[config.mk]
export PLATFORM = sky130hd
export DESIGN_NAME = integer_to_word_tokens
export DESIGN_NICKNAME = d
export VERILOG_FILES = /design/src/i2w_pkg.sv /design/src/i2w_front.sv /design/src/i2w_queue.sv /design/src/i2w_emit.sv /design/src/integer_to_word_tokens.sv
export SDC_FILE = /design/constraint.sdc
export NUM_CORES = 1
export LEC_CHECK = 0
export BUFFER_PORTS_ARGS = -buffer_cell sky130_fd_sc_hd__buf_2
export CAP_MARGIN = 15
export CORE_ASPECT_RATIO = 0.5
export CORE_MARGIN = 10
export CORE_UTILIZATION = 35
export DETAILED_ROUTE_END_ITERATION = 6
export MAX_ROUTING_LAYER = met4
export PLACE_DENSITY = 0.59
export SYNTH_ARGS = -nofsm -noshare
export SYNTH_HDL_FRONTEND = slang
export SYNTH_SLANG_ARGS = --single-unit
[constraint.sdc]
create_clock -name clk -period 11.45 [get_ports clk]
set_input_delay 0 -clock clk [delete_from_list [all_inputs] [get_ports clk]]
set_output_delay 0 -clock clk [all_outputs]
set_load 0.02 [all_outputs]
[src/i2w_pkg.sv]
// Package for the integer-to-word-token block: word codes, queue entry type,
// and the decimal conversion and token classification functions.
// Depends on nothing; used by every other file of the block.
package i2w_pkg;

    localparam int VALUE_W        = 31;
    localparam int NUM_STAGES     = 8;
    localparam int BITS_PER_STAGE = 4;
    localparam int BIN_W          = NUM_STAGES * BITS_PER_STAGE;
    localparam int NUM_DIGITS     = 10;
    localparam int BCD_W          = NUM_DIGITS * 4;
    localparam int NUM_GROUPS     = 4;
    localparam int SLOTS_PER_GRP  = 5;
    localparam int NUM_SLOTS      = NUM_GROUPS * SLOTS_PER_GRP;
    localparam int WORD_W         = 5;
    localparam int QUEUE_DEPTH    = 2;
    localparam int QUEUE_PTR_W    = $clog2(QUEUE_DEPTH);

    localparam logic [WORD_W-1:0] WORD_ZERO      = 5'd0;
    localparam logic [WORD_W-1:0] WORD_TEEN_BASE = 5'd10;
    localparam logic [WORD_W-1:0] WORD_TENS_BASE = 5'd18;
    localparam logic [WORD_W-1:0] WORD_HUNDRED   = 5'd28;
    localparam logic [WORD_W-1:0] WORD_THOUSAND  = 5'd29;
    localparam logic [WORD_W-1:0] WORD_MILLION   = 5'd30;
    localparam logic [WORD_W-1:0] WORD_BILLION   = 5'd31;

    // Slot positions inside one three-digit group.
    localparam int SLOT_HUND_DIGIT = 0;
    localparam int SLOT_HUNDRED    = 1;
    localparam int SLOT_TENS       = 2;
    localparam int SLOT_UNITS      = 3;
    localparam int SLOT_SCALE      = 4;

    typedef struct packed {
        logic [BCD_W-1:0] bcd;
        logic [BIN_W-1:0] bin;
    } i2w_conv_t;

    // One queue entry: which token slots are present and the code of each.
    typedef struct packed {
        logic [NUM_SLOTS-1:0]             mask;
        logic [NUM_SLOTS-1:0][WORD_W-1:0] codes;
    } i2w_entry_t;

    // One shift-add-3 step of the binary to decimal conversion.
    function automatic logic [BCD_W-1:0] dd_shift(logic [BCD_W-1:0] bcd, logic b);
        logic [BCD_W-1:0] adj;
        logic [3:0]       digit;
        adj = bcd;
        for (int i = 0; i < NUM_DIGITS; i++)
        begin
            digit = bcd[4*i +: 4];
            if (digit >= 4'd5)
            begin
                digit = digit + 4'd3;
            end
            adj[4*i +: 4] = digit;
        end
        return {adj[BCD_W-2:0], b};
    endfunction

    // Consumes the top BITS_PER_STAGE bits of the remaining binary word.
    function automatic i2w_conv_t dd_stage(i2w_conv_t st);
        i2w_conv_t r;
        r = st;
        for (int k = 0; k < BITS_PER_STAGE; k++)
        begin
            r.bcd = dd_shift(r.bcd, r.bin[BIN_W-1]);
            r.bin = {r.bin[BIN_W-2:0], 1'b0};
        end
        return r;
    endfunction

    function automatic logic [WORD_W-1:0] scale_word(int g);
        logic [WORD_W-1:0] w;
        case (g)
            0:       w = WORD_BILLION;
            1:       w = WORD_MILLION;
            default: w = WORD_THOUSAND;
        endcase
        return w;
    endfunction

    // Turns the ten decimal digits into the set of token slots to emit.
    function automatic i2w_entry_t classify(logic [BCD_W-1:0] bcd);
        i2w_entry_t e;
        logic [3:0] h;
        logic [3:0] t;
        logic [3:0] u;
        int         base;
        e = '0;
        for (int g = 0; g < NUM_GROUPS; g++)
        begin
            base = g * SLOTS_PER_GRP;
            if (g == 0)
            begin
                h = 4'd0;
                t = 4'd0;
                u = bcd[BCD_W-1 -: 4];
            end
            else
            begin
                u = bcd[4*(3*(3-g)) +: 4];
                t = bcd[4*(3*(3-g)+1) +: 4];
                h = bcd[4*(3*(3-g)+2) +: 4];
            end
            if (h != 4'd0)
            begin
                e.mask[base+SLOT_HUND_DIGIT]  = 1'b1;
                e.codes[base+SLOT_HUND_DIGIT] = {1'b0, h};
                e.mask[base+SLOT_HUNDRED]     = 1'b1;
                e.codes[base+SLOT_HUNDRED]    = WORD_HUNDRED;
            end
            if (t >= 4'd2)
            begin
                e.mask[base+SLOT_TENS]  = 1'b1;
                e.codes[base+SLOT_TENS] = WORD_TENS_BASE + {1'b0, t};
            end
            if (t == 4'd1)
            begin
                e.mask[base+SLOT_UNITS]  = 1'b1;
                e.codes[base+SLOT_UNITS] = WORD_TEEN_BASE + {1'b0, u};
            end
            else if (u != 4'd0)
            begin
                e.mask[base+SLOT_UNITS]  = 1'b1;
                e.codes[base+SLOT_UNITS] = {1'b0, u};
            end
            if ((g != NUM_GROUPS - 1) && ((h | t | u) != 4'd0))
            begin
                e.mask[base+SLOT_SCALE]  = 1'b1;
                e.codes[base+SLOT_SCALE] = scale_word(g);
            end
        end
        if (bcd == '0)
        begin
            e.mask[(NUM_GROUPS-1)*SLOTS_PER_GRP+SLOT_UNITS]  = 1'b1;
            e.codes[(NUM_GROUPS-1)*SLOTS_PER_GRP+SLOT_UNITS] = WORD_ZERO;
        end
        return e;
    endfunction

endpackage

[src/i2w_front.sv]
// Front part: eight-stage binary to BCD pipeline, one value per cycle unless
// a full queue stalls it; classifies digits into token slots. Depends on i2w_pkg.
module i2w_front
    import i2w_pkg::*;
(
    input  logic                 clk,
    input  logic                 rst_n,
    input  logic                 in_valid,
    output logic                 in_ready,
    input  logic [VALUE_W-1:0]   in_value,
    output logic                 out_valid,
    input  logic                 out_ready,
    output i2w_entry_t           out_entry
);

    logic [NUM_STAGES-1:0] valid_reg;
    logic [NUM_STAGES-1:0] valid_next;
    i2w_conv_t             stage_reg  [NUM_STAGES];
    i2w_conv_t             stage_next [NUM_STAGES];
    i2w_conv_t             stage_in;
    logic                  advance;

    // The whole pipeline moves unless a finished value waits on a full queue.
    assign advance   = !valid_reg[NUM_STAGES-1] || out_ready;
    assign in_ready  = advance;
    assign out_valid = valid_reg[NUM_STAGES-1];
    assign out_entry = classify(stage_reg[NUM_STAGES-1].bcd);

    always_comb
    begin
        for (int s = 0; s < NUM_STAGES; s++)
        begin
            if (s == 0)
            begin
                stage_in.bcd  = '0;
                stage_in.bin  = {{(BIN_W-VALUE_W){1'b0}}, in_value};
                valid_next[s] = in_valid;
            end
            else
            begin
                stage_in      = stage_reg[s-1];
                valid_next[s] = valid_reg[s-1];
            end
            stage_next[s] = dd_stage(stage_in);
        end
    end

    always_ff @(posedge clk or negedge rst_n)
    begin
        if (!rst_n)
        begin
            valid_reg <= '0;
        end
        else if (advance)
        begin
            valid_reg <= valid_next;
        end
    end

    always_ff @(posedge clk)
    begin
        if (advance)
        begin
            for (int s = 0; s < NUM_STAGES; s++)
            begin
                stage_reg[s] <= stage_next[s];
            end
        end
    end

endmodule

[src/i2w_queue.sv]
// Two-entry queue of classified values between the front and the emitter.
// Depends on i2w_pkg.
module i2w_queue
    import i2w_pkg::*;
(
    input  logic       clk,
    input  logic       rst_n,
    input  logic       push_valid,
    output logic       push_ready,
    input  i2w_entry_t push_entry,
    output logic       pop_valid,
    input  logic       pop,
    output i2w_entry_t pop_entry
);

    i2w_entry_t             entry_reg [QUEUE_DEPTH];
    logic [QUEUE_PTR_W-1:0] wr_ptr_reg;
    logic [QUEUE_PTR_W-1:0] rd_ptr_reg;
    logic [QUEUE_PTR_W:0]   count_reg;
    logic [QUEUE_PTR_W:0]   count_next;
    logic                   do_push;
    logic                   do_pop;

    assign push_ready = (count_reg != QUEUE_DEPTH[QUEUE_PTR_W:0]);
    assign pop_valid  = (count_reg != '0);
    assign pop_entry  = entry_reg[rd_ptr_reg];
    assign do_push    = push_valid && push_ready;
    assign do_pop     = pop && pop_valid;

    always_comb
    begin
        count_next = count_reg;
        if (do_push && !do_pop)
        begin
            count_next = count_reg + 1'b1;
        end
        else if (do_pop && !do_push)
        begin
            count_next = count_reg - 1'b1;
        end
    end

    always_ff @(posedge clk or negedge rst_n)
    begin
        if (!rst_n)
        begin
            wr_ptr_reg <= '0;
            rd_ptr_reg <= '0;
            count_reg  <= '0;
        end
        else
        begin
            count_reg <= count_next;
            if (do_push)
            begin
                wr_ptr_reg <= wr_ptr_reg + 1'b1;
            end
            if (do_pop)
            begin
                rd_ptr_reg <= rd_ptr_reg + 1'b1;
            end
        end
    end

    always_ff @(posedge clk)
    begin
        if (do_push)
        begin
            entry_reg[wr_ptr_reg] <= push_entry;
        end
    end

endmodule

[src/i2w_emit.sv]
// Back part: walks the present token slots of one value, lowest slot first,
// and drives a registered output beat per token. Depends on i2w_pkg.
module i2w_emit
    import i2w_pkg::*;
(
    input  logic              clk,
    input  logic              rst_n,
    input  logic              q_valid,
    output logic              q_pop,
    input  i2w_entry_t        q_entry,
    output logic              out_valid,
    input  logic              out_ready,
    output logic [WORD_W-1:0] out_word,
    output logic              out_last
);

    logic [NUM_SLOTS-1:0]             mask_reg;
    logic [NUM_SLOTS-1:0]             mask_next;
    logic [NUM_SLOTS-1:0][WORD_W-1:0] codes_reg;
    logic [NUM_SLOTS-1:0][WORD_W-1:0] codes_next;
    logic                             out_valid_reg;
    logic                             out_valid_next;
    logic [WORD_W-1:0]                out_word_reg;
    logic [WORD_W-1:0]                out_word_next;
    logic                             out_last_reg;
    logic                             out_last_next;
    logic [NUM_SLOTS-1:0]             low_bit;
    logic [NUM_SLOTS-1:0]             rest;
    logic [WORD_W-1:0]                sel_code;
    logic                             slot_free;
    logic                             emit;

    assign out_valid = out_valid_reg;
    assign out_word  = out_word_reg;
    assign out_last  = out_last_reg;

    always_comb
    begin
        slot_free = !out_valid_reg || out_ready;
        low_bit   = mask_reg & (~mask_reg + 1'b1);
        rest      = mask_reg & ~low_bit;
        sel_code  = '0;
        for (int i = 0; i < NUM_SLOTS; i++)
        begin
            sel_code = sel_code | (codes_reg[i] & {WORD_W{low_bit[i]}});
        end
        emit  = slot_free && (mask_reg != '0);
        // Fetch the next value when idle or while sending the final token.
        q_pop = q_valid && ((mask_reg == '0) || (emit && (rest == '0)));

        mask_next      = mask_reg;
        codes_next     = codes_reg;
        out_valid_next = out_valid_reg;
        out_word_next  = out_word_reg;
        out_last_next  = out_last_reg;
        if (emit)
        begin
            mask_next      = rest;
            out_valid_next = 1'b1;
            out_word_next  = sel_code;
            out_last_next  = (rest == '0);
        end
        else if (slot_free)
        begin
            out_valid_next = 1'b0;
        end
        if (q_pop)
        begin
            mask_next  = q_entry.mask;
            codes_next = q_entry.codes;
        end
    end

    always_ff @(posedge clk or negedge rst_n)
    begin
        if (!rst_n)
        begin
            mask_reg      <= '0;
            out_valid_reg <= 1'b0;
        end
        else
        begin
            mask_reg      <= mask_next;
            out_valid_reg <= out_valid_next;
        end
    end

    always_ff @(posedge clk)
    begin
        codes_reg    <= codes_next;
        out_word_reg <= out_word_next;
        out_last_reg <= out_last_next;
    end

endmodule

[src/integer_to_word_tokens.sv]
// Top level of the integer-to-word-token block; uses i2w_pkg, i2w_front,
// i2w_queue and i2w_emit.
// One input beat per cycle enters the conversion pipeline unless a full queue
// stalls it, and one token per cycle leaves unless m_tready is low; a value
// yields 1 to 16 tokens, so the token output sets the rate.
// Reset (rst_n low, asynchronous) empties the pipeline, queue and output register.
module integer_to_word_tokens
    import i2w_pkg::*;
(
    input  logic        clk,
    input  logic        rst_n,
    input  logic        s_tvalid,
    output logic        s_tready,
    input  logic [31:0] s_tdata,   // [30:0] value, [31] ignored
    output logic        m_tvalid,
    input  logic        m_tready,
    output logic [7:0]  m_tdata,   // [4:0] word, [7:5] zero fill
    output logic        m_tlast    // last token of the value
);

    // The front converts each value to ten decimal digits over eight pipeline
    // stages (four bits per stage) and classifies the digits into twenty token
    // slots: per group a hundreds digit, Hundred, a tens word, a units or teen
    // word and a scale word. A two-entry queue decouples it from the emitter,
    // which sends the present slots in order and flags the final one.

    logic              fe_valid;
    logic              fe_ready;
    i2w_entry_t        fe_entry;
    logic              q_valid;
    logic              q_pop;
    i2w_entry_t        q_entry;
    logic [WORD_W-1:0] word;

    i2w_front u_front (
        .clk       (clk),
        .rst_n     (rst_n),
        .in_valid  (s_tvalid),
        .in_ready  (s_tready),
        .in_value  (s_tdata[VALUE_W-1:0]),
        .out_valid (fe_valid),
        .out_ready (fe_ready),
        .out_entry (fe_entry)
    );

    i2w_queue u_queue (
        .clk        (clk),
        .rst_n      (rst_n),
        .push_valid (fe_valid),
        .push_ready (fe_ready),
        .push_entry (fe_entry),
        .pop_valid  (q_valid),
        .pop        (q_pop),
        .pop_entry  (q_entry)
    );

    i2w_emit u_emit (
        .clk       (clk),
        .rst_n     (rst_n),
        .q_valid   (q_valid),
        .q_pop     (q_pop),
        .q_entry   (q_entry),
        .out_valid (m_tvalid),
        .out_ready (m_tready),
        .out_word  (word),
        .out_last  (m_tlast)
    );

    assign m_tdata = {{(8-WORD_W){1'b0}}, word};

`ifndef SYNTHESIS
    // The input side only stalls when a converted value waits on a full queue.
    a_stall_cause: assert property (@(posedge clk) disable iff (!rst_n)
        !s_tready |-> (fe_valid && !fe_ready))
        else $error("input stalled without a full queue");

    // The emitter never takes an entry from an empty queue.
    a_pop_valid: assert property (@(posedge clk) disable iff (!rst_n)
        q_pop |-> q_valid)
        else $error("pop from empty queue");

    // Zero is only ever spelled alone.
    a_zero_alone: assert property (@(posedge clk) disable iff (!rst_n)
        (m_tvalid && (word == WORD_ZERO)) |-> m_tlast)
        else $error("Zero token not final");
`endif

endmodule
==> results_dict.tcl <==
set metrics [dict create \
    nFillCells 8567 \
    worst_pin_slew_ps 999 \
    synth_compound_area_frac 0.201 \
    cp_max_fo 4 \
    dp_hpwl_mm 38.4 \
    worstPathCellList "inv_1, ha_1, inv_1, ha_1, a21oi_1, xnor2_1, ha_1, nand2b_1, a21boi_0, mux2i_1, a21boi_0, mux2i_1, ha_1, inv_1, ha_1, a21oi_1, a21oi_1" \
    clockBufferDepth 3 \
    fmax_ghz 0.236 \
    die_y_um 232 \
    synth_mux_area_frac 0.0730 \
    ff_latch_area_mm2 0.0146 \
    synth_edf_count 461 \
    synthArstFlopShare 0.0611 \
    clkSlewWorstSetupHoldPaths_ps 60 \
    ios 47 \
    crit_type "register to register" \
    cts_max_level 2 \
    grt_pass1_vias 21621 \
    worst-endpoint-required_ps 11800 \
    port_buffers 42 \
    synth_top_area_share 0.439 \
    synth.yosys.warnings 0 \
    synth_cell_types 89 \
    synth_top_family_by_area "compound AO/OA/AOI/OAI gates" \
    cts_inserted_buffers 51 \
    rsz0062_at_grt "no" \
    synth_ff_type "edfxtp_1" \
    vias_per_cell 5.21 \
    cts_tree "yes" \
    synthTopCellsByArea "edfxtp_1, ha_1, a21oi_1, o21ai_0, mux2_2" \
    start_util 0.355 \
    vias 22898 \
    yosys.area_share.adder 0.0593 \
    postCtsSetupBuffers 0 \
    grt_pass1_wl_mm 97.8 \
    hp-class "input port to register" \
    clk_latency_ps 610 \
    cts.root.buffer_cell "clkbuf_16" \
    clock_sinks 491 \
    nets 3347 \
    rows 77 \
    cts_resized 0 \
    avgRoutedWirePerCell_um 12.9 \
    first_pass_iters 5 \
    ant_nets 0 \
    finClkSkew_ps 17.7 \
    n_antenna_cell 0 \
    syn_to_final_growth_pct 11.3 \
    core-area_mm2 0.0888 \
    synth_seq_cells 491 \
    relSlewSlack 0.330 \
    avgSynthCellArea_um2 10.1 \
    drcViolationCount 0 \
    crit_path_end_kind "register" \
    status "completed" \
    setup-tns-final_ps 0 \
    die_w_um 444 \
    hold_violations 0 \
    multi_input_area_mm2 0.0158 \
    dp.cells 4257 \
    slowest_delay_ps 420 \
    fin_crit_ps 4230 \
    crit_slowest_cell "edfxtp_1" \
    drive_above_1_share 0.0911 \
    routabilityCongestion 0.798 \
    groute.usage.overall 0.109 \
    maxCapViolations 0 \
    synth_cells 3122 \
    die_area_mm2 0.103 \
    synthSimpleGateAreaFrac 0.122 \
    cpMostUsedCell "ha_1" \
    yosysTopAreaCell "edfxtp_1" \
    syn_area_mm2 0.0315 \
    grt_max_degree 178 \
    drtIter0Drc 1384 \
    finalCritPeriodShare 0.370 \
    yosysSeqAreaShare 0.463 \
    maxSlewViolCount 0 \
    antenna_found_initial 0 \
    finalSetupViolCount 0 \
    grt_overflow 0 \
    critPathArrivalTime_ps 4580 \
    largest_register_ffs 287 \
    critPathLaunchType "register" \
    synth-xor-area-share 0.0452 \
    finalNonFillerCells 4391 \
    totalWireLength_mm 56.8 \
]
[layer usage]
layer | global-route usage | share of wire | vias to the layer above
met2 | 0.184 | 0.47 | 317
met1 | 0.136 | 0.48 | 10707
li1 | - | - | 11790
met4 | 0.0280 | 0.020 | 0
met3 | 0.0191 | 0.036 | 84
met5 | - | 0 | -
[what timing repair did]
item / 4_1_cts / 5_1_grt
endpoints found under the setup margin: 0 / 0
hold endpoints to repair: 65 / 0
hold buffers: 36 / 0
[stage by stage]
| step | area, um2 | worst slack (ps) | util | hold WS (ps) |
|---|---|---|---|---|
| floorplan | 31500 | 1450 | - | -296 |
| global placement | 32900 | 6880 | 0.370 | 81.0 |
| detailed placement | 32900 | 6710 | 0.370 | 85.3 |
| CTS | 35000 | 6690 | 0.394 | 43.4 |
| global route | 35100 | 6730 | 0.395 | 68.7 |
| finish | 35100 | 7220 | 0.395 | 101 |
[logic make-up (layout without fill, tap and decap cells)]
family                   after synthesis  after routing
AND/OR/NAND/NOR                      781            781
buffers and inverters                291            373
other                                  1              3
flip-flops                           491            491
AO/OA/AOI/OAI                       1031           1031
adder cells (fa/ha/maj)              150            150
multiplexers                         216            216
XOR/XNOR                             161            161
[cell type report]
| class | instances | share of cell area |
|---|---|---|
| multi-input combinational | 2342 | 0.450 |
| sequential | 491 | 0.416 |
| tap | 1185 | 0.0423 |
| clock buffer | 63 | 0.0386 |
| inverter | 186 | 0.0199 |
| timing repair buffer | 92 | 0.0198 |
| clock inverter | 32 | 0.0129 |
[cell usage in the layout (no fill, tap or decap), types with 37 or more instances in the layout]
cell	Yosys	routed
edfxtp_1	461	461
a21oi_1	289	289
o21ai_0	278	278
nor2_1	237	236
nand2_1	189	189
inv_1	186	185
ha_1	147	147
xnor2_1	131	131
mux2_2	110	110
mux2i_1	106	106
a31oi_1	88	88
nand2b_1	63	63
nand3_1	53	53
clkbuf_16	0	52
nor3_1	51	51
nor3b_1	43	43
nor2b_1	43	43
buf_2	3	43
a211oi_1	38	38
o21a_1	37	37
[synthesized netlist by cell type (24+ instances only)]
cell	count
a211oi_1	38
a21o_1	29
a21oi_1	289
a22oi_1	24
a31oi_1	88
clkbuf_1	88
dfrtp_1	30
edfxtp_1	461
ha_1	147
inv_1	186
mux2_2	110
mux2i_1	106
nand2_1	189
nand2b_1	63
nand3_1	53
nor2_1	237
nor2b_1	43
nor3_1	51
nor3b_1	43
o21a_1	37
o21ai_0	278
o22ai_1	36
xnor2_1	131
xor2_1	28
[worst paths after layout]
kind,from,to,slack (ps),cells past startpoint
min in group asynchronous,rst_n,u_front.valid_reg[0]$_DFFE_PN0P_,410,4
setup / recovery,u_front.stage_reg[0][28]$_DFFE_PP_,u_front.stage_reg[0][102]$_DFFE_PP_,7220,17
hold reg to reg,u_front.stage_reg[0][216]$_DFFE_PP_,u_front.stage_reg[1][16]$_DFFE_PP_,410,0
max in group asynchronous,rst_n,u_queue.rd_ptr_reg$_DFFE_PN0P_,10850,4
hold / removal,s_tdata[27],u_front.stage_reg[0][27]$_DFFE_PP_,100,2
setup reg to reg,u_front.stage_reg[0][28]$_DFFE_PP_,u_front.stage_reg[0][102]$_DFFE_PP_,7220,17
[critical path, delay by kind of cell, from the launching register on]
kind / cells / cell delay, ps
flops: 1 / 420
fa+ha+maj: 5 / 1030
buf+inv: 3 / 200
xor+xnor: 1 / 250
mux: 2 / 780
compound gates: 5 / 1200
simple gates: 1 / 70
Power is not shown: default switching activity piles up to over one toggle a cycle in this logic, so the estimate is an artifact.
